`config.mk`:
```
export PLATFORM = sky130hd
export DESIGN_NAME = bba_scan_unit
export DESIGN_NICKNAME = d
export VERILOG_FILES = /design/src/rtl/bba_scan_unit.sv
export SDC_FILE = /design/constraint.sdc
export NUM_CORES = 1
export LEC_CHECK = 0
export BUFFER_PORTS_ARGS = -buffer_cell sky130_fd_sc_hd__clkbuf_2
export CELL_PAD_IN_SITES_DETAIL_PLACEMENT = 1
export CELL_PAD_IN_SITES_GLOBAL_PLACEMENT = 2
export CORE_MARGIN = 1
export CORE_UTILIZATION = 30
export DETAILED_ROUTE_END_ITERATION = 7
export PLACE_DENSITY = 0.81
export SLEW_MARGIN = 20
export SYNTH_ARGS = -nofsm -noshare
export SYNTH_HDL_FRONTEND = slang
export SYNTH_SLANG_ARGS = --single-unit
```
`constraint.sdc`:
```
create_clock -name vclk -period 5.7
set_input_delay 1.14 -clock vclk [all_inputs]
set_output_delay 1.14 -clock vclk [all_outputs]
set_load 0.005 [all_outputs]
```
`src/rtl/bba_scan_unit.sv`:
```
// Word scanner of the bitmap block allocator: finds the lowest free block
// inside one map word that lies below the block total.
// No package dependency; instanced by the allocator top level.
module bba_scan_unit #(
    parameter int WORD_BITS = 32,
    parameter int TOT_W     = 18
) (
    input  logic [WORD_BITS-1:0]         map_word,
    input  logic [TOT_W-1:0]             base,
    input  logic [TOT_W-1:0]             total,
    output logic                         found,
    output logic [$clog2(WORD_BITS)-1:0] bit_idx,
    output logic                         more
);
    localparam int SW = $clog2(WORD_BITS);

    logic [TOT_W-1:0]     lim;
    logic [WORD_BITS-1:0] free_bits;

    // Number of blocks of this word that lie below the total.
    assign lim  = total - base;
    assign more = (base + TOT_W'(WORD_BITS)) < total;

    // A bit is a candidate when clear, in range and not the null block.
    always_comb begin
        for (int k = 0; k < WORD_BITS; k++) begin
            free_bits[k] = !map_word[k] && (TOT_W'(k) < lim) &&
                           !((base == '0) && (k == 0));
        end
    end

    // Lowest candidate wins.
    always_comb begin
        found   = 1'b0;
        bit_idx = '0;
        for (int k = WORD_BITS - 1; k >= 0; k--) begin
            if (free_bits[k]) begin
                found   = 1'b1;
                bit_idx = SW'(k);
            end
        end
    end

endmodule

```
Word-level counts from Yosys, hierarchy flattened:

Cells that the tools add are included.

* mux-type cells: 64
* $lt $le $gt $ge: 33
* add/subtract/negate cells: 2
* reduce and logical (&&, ||, !) cells: 67

Operator list (count)
* less-than comparator 5 x 18 -> 1 bit (first input constant): 16
* 2-to-1 mux 5 bit: 32
* less-than comparator 4 x 18 -> 1 bit (first input constant): 8
* less-than comparator 3 x 18 -> 1 bit (first input constant): 4
* less-than comparator 1 x 18 -> 1 bit (first input constant): 2
* less-than comparator 2 x 18 -> 1 bit (first input constant): 2
* logical AND 1 bit: 33
* logical NOT 1 bit: 33
* 2-to-1 mux 1 bit: 32
* adder 18 x 6 -> 18 bit (second input constant): 1
* logical NOT 18 bit: 1
* less-than comparator 18 bit: 1
* subtractor 18 bit: 1

* register bits: 0
* output and inout port bits: 7
* bits of input ports: 68

Longest topological paths before layout:

* word-level depth: 35
* depth in mapped cells: 17

Least setup slack after synthesis:

Ideal clock, no wire load.

* kind: input to output
* from: input base[1]
* to: output bit_idx[1]
* data arrival time: 4.286 ns
* slack: 0.274 ns
* buffers on the path: 2
* stages: 15
* required time: 4.560 ns
* cell sequence: inv_1 > ha_1 > nor2b_4 > o2111a_1 > o211a_1 > or4_4 > a2111oi_4 > and4_1 > buf_4 > buf_6 > nand2_4 > o31ai_4 > nand2_1 > or4b_1 > o2bb2ai_1

* word-level cells in the longest chain between the ends: 35
* elaborated cells on any way between the ends: 100
* classes of those cells: 1 x add/sub; 32 x order compare; 32 x mux; 35 x reduce/logical

Ends and longest elaborated chain
* from (decl): line 9 `input logic [TOT_W-1:0] base,`
* subtractor 18 bit: line 21 `assign lim = total - base;`
* less-than comparator 5 x 18 -> 1 bit: line 27 `free_bits[k] = !map_word[k] && (TOT_W'(k) < lim) &&`
* logical AND 1 bit: line 27
* 2-to-1 mux 5 bit (31 in a row): line 37 `if (free_bits[k]) begin`
* 2-to-1 mux 5 bit (*): line 37
* to (decl): line 12 `output logic [$clog2(WORD_BITS)-1:0] bit_idx,`

Mark *: on every way between the ends. The rest lies on a longest branch, timed or not.

Worst setup path after layout:

* from: input base[1]
* to: output found

* word-level cells in the longest chain between the ends: 35
* elaborated cells on any way between the ends: 100
* classes of those cells: 1 x add/sub; 32 x order compare; 32 x mux; 35 x reduce/logical

Ends and longest elaborated chain
* subtractor 18 bit: line 21
* less-than comparator 5 x 18 -> 1 bit: line 27
* logical AND 1 bit: line 27
* 2-to-1 mux 1 bit (31 in a row): line 37
* 2-to-1 mux 1 bit (*): line 37
* to (decl): line 11 `output logic found,`

Marked as above.

==> metrics.md <==
| Metric | Value |
|---|---|
| Main combinational cell family by area after synthesis | compound AO/OA/AOI/OAI gates |
| Commonest non-fill, non-tap cell in the layout | buf_4 |
| Die width | 102 um |
| Worst-path fanout max | 6 |
| Synth area leaders | ha_1 (15%), inv_1 (5.2%), a21oi_1 (5.0%), o21ai_0 (4.6%), nand2_1 (4.4%) |
| Hold WS | 2710 ps |
| CLK BUF | 0 |
| Synth Instances | 460 |
| Leakage | 2.14 nW |
| Synth area leader | ha_1 |
| DR DRC count | 0 |
| Antenna violations before repair | 0 |
| ANT nets after route | 0 |
| Measured slew at the worst slew-check pin | ~640 ps |
| Crit path largest cell delay | between 400 and 500 ps |
| Cell Chain, Critical Path | buf_8 > inv_6 > ha_4 > nor2b_4 > o2111a_1 > o211a_1 > or4_4 > a2111oi_4 > buf_4 > nand4_1 > buf_6 > nor2_4 > buf_4 > o22ai_4 > nand4b_1 > nor2b_2 > or3b_1 > clkbuf_2 |
| HP Class | in -> out |
| Worst setup EP type | output pin |
| GRT Residual Overflow | 0 |
| Fmax | 171 MHz |
| Most frequent CP cell | buf_4 |
| Gr usage total | ~25% |
| Worst Hold Path Cells | 5 |
| Largest net degree at the start of global routing | 13 |
| Slew Limit Headroom | between 50% and 60% |
| Yosys warnings | 0 |
| Max cap viols | 0 |
| Adder-Cell Fraction of Synth Area | 15.9% |
| Count of different cell masters after synthesis | between 70 and 80 |
| Post-Synth XOR/XNOR Area | 5.22% |
| Final worst slack | -163 ps |
| Syn Nets | around 570 |
| Kind of critical path | in -> out |
| Die Y | around 100 um |
| Die ar. | 10500 um2 |
| Most frequent cells in the layout | buf_4 (88), clkbuf_2 (69), inv_1 (40), nand2_1 (32), ha_1 (31) |
| Final Setup Violations | 4 |
| Initial drt markers | approximately 230 |
| Vias in the first global route | between 4000 and 5000 |
| Final cell count without fillers | roughly 750 |
| Mux contribution to synthesized area | 0% |
| RD Place Congestion | 0.897 |
| Worst Path Arrival | 4720 ps |
| Post-detail-place hpwl | 10.4 mm |
| RSZ-0062 raised after global routing | true |
| Starting Density | 30.9% |
| Area post-placement | slightly above 4000 um2 |
| CP Data Required Time | roughly 4600 ps |
| Startpoint Class | input port |
| Vias per Instance | between 5 and 6 |
| Pwr dens | between 100 and 150 nW/um2 |
| Hold buffer count at cts | 0 |
| Storage element area | 0 um2 |
| Core area | approximately 9800 um2 |
| Inst Count DP | roughly 720 |
| # IOs | 75 |
| Filler instances | around 1300 |
| Failing checks | setup timing |
| Layout cell share with drive strength beyond 1 | approximately two fifths |
| Row cnt | 36 |
| Port buffer count | between 70 and 80 |
| Layout area overhead | 55.1% |
| Final Max Slew Viols | 0 |
| First-pass GRT wire length | roughly 21 mm |
| Mapped Area | a little over 3000 um2 |
| Max VDD drop | about 0.041 mV |
| Vias | 4186 |
| Endpoints failing hold | 0 |
| Register area share after synthesis | 0% |
| Mean Syn Cell Area | about 6.6 um2 |
| Status | complete, but fails checks |
| Final WL | roughly 13 mm |
| Nets | between 700 and 800 |
| Wire length per cell | roughly 18 um |
| Seq Cell Count | 0 |
| Total power | ~480 uW |
| Fin area | 4680 um2 |
| Synth top area share | 14.9% |
| Period utilization | 103% |
| # diodes | 0 |
| Simple-gate share of the synthesized area | between 20 and 30% |
| TritonRoute pass-1 iters | 5 |
| Minimum clock period | between 5000 and 6000 ps |
| Slowest-stage cell, CP | or4_4 |
| Complex-gate fraction of the synthesized area | between 40% and 50% |
-- logic make-up (layout without fill, tap and decap cells) --
group	count (synthesis)	in the layout
AOI/OAI and AO/OA	171	171
xor gates and xnor gates	18	18
adders and majority gates	38	38
buffers and inverters	67	219
and+or+nand+nor	166	166
-- synth_stat cells, drive strengths merged, types with 4 or more instances --
library cell	n
inv	42
nor4	6
nand3	16
buf	9
nand4	10
and3	7
nor3	11
a2111oi	5
nor2	34
xnor2	13
nand2	36
xor2	5
nand3b	4
a21oi	32
clkbuf	16
a21o	5
a31oi	17
o21bai	6
o31ai	4
o211a	5
and2	8
o22ai	4
ha	36
o2111ai	5
o21a	8
or2	5
a211oi	8
nor2b	7
a31o	6
o211ai	7
nand2b	8
o21ai	30
-- cell type report --
cell class | instances | area (um2) | area share, %
multi-input combinational | 393 | 3090 | 66.0
tap | 133 | 166 | 3.56
timing repair buffer | 177 | 1260 | 27.0
inverter | 42 | 163 | 3.48
-- power by group --
| group | leakage, nW | switching [mW] | internal (mW) | total [mW] |
|---|---|---|---|---|
| registers | 0 | 0 | 0 | 0 |
| clock network | 0 | 0 | 0 | 0 |
| logic | 2.14 | 0.273 | 0.206 | 0.478 |
-- metrics by stage --
stage	TNS [ps]	utilization, %	setup slack [ps]
final	-459	47.9	-163
after global routing	-1100	47.9	-297
after CTS	-302	45.2	-98.2
after detailed placement	-1150	41.4	-351
after global placement	-321	41.4	-101
after floorplan	0	-	274
-- critical path: cells and delay by family --
family | cells | cell delay (ps)
AOI/OAI and AO/OA | 4 | 870
and+or+nand+nor | 7 | 1750
adders and majority gates | 1 | 190
buffers and inverters | 6 | 780
-- layer usage --
layer	vias up	share of wire [%]	GRT usage (%)
met2	103	49	44.4
met5	-	0	0
met4	0	0.59	2.20
li1	2049	-	-
met1	2026	47	34.4
met3	8	3.7	1.57
-- final timing paths --
kind | slack, ps | startpoint | end
max | -160 | base[1] | found
min | 2710 | total[17] | more
-- repair_timing --
item                                    in CTS  in global routing
gates cloned                                 3                  0
endpoints found under the setup margin       6                  6
pin swaps                                    7                 18
resized for setup                           50                 50
setup buffers                               11                 10
Note: power is estimated with default switching activity, not from simulation.
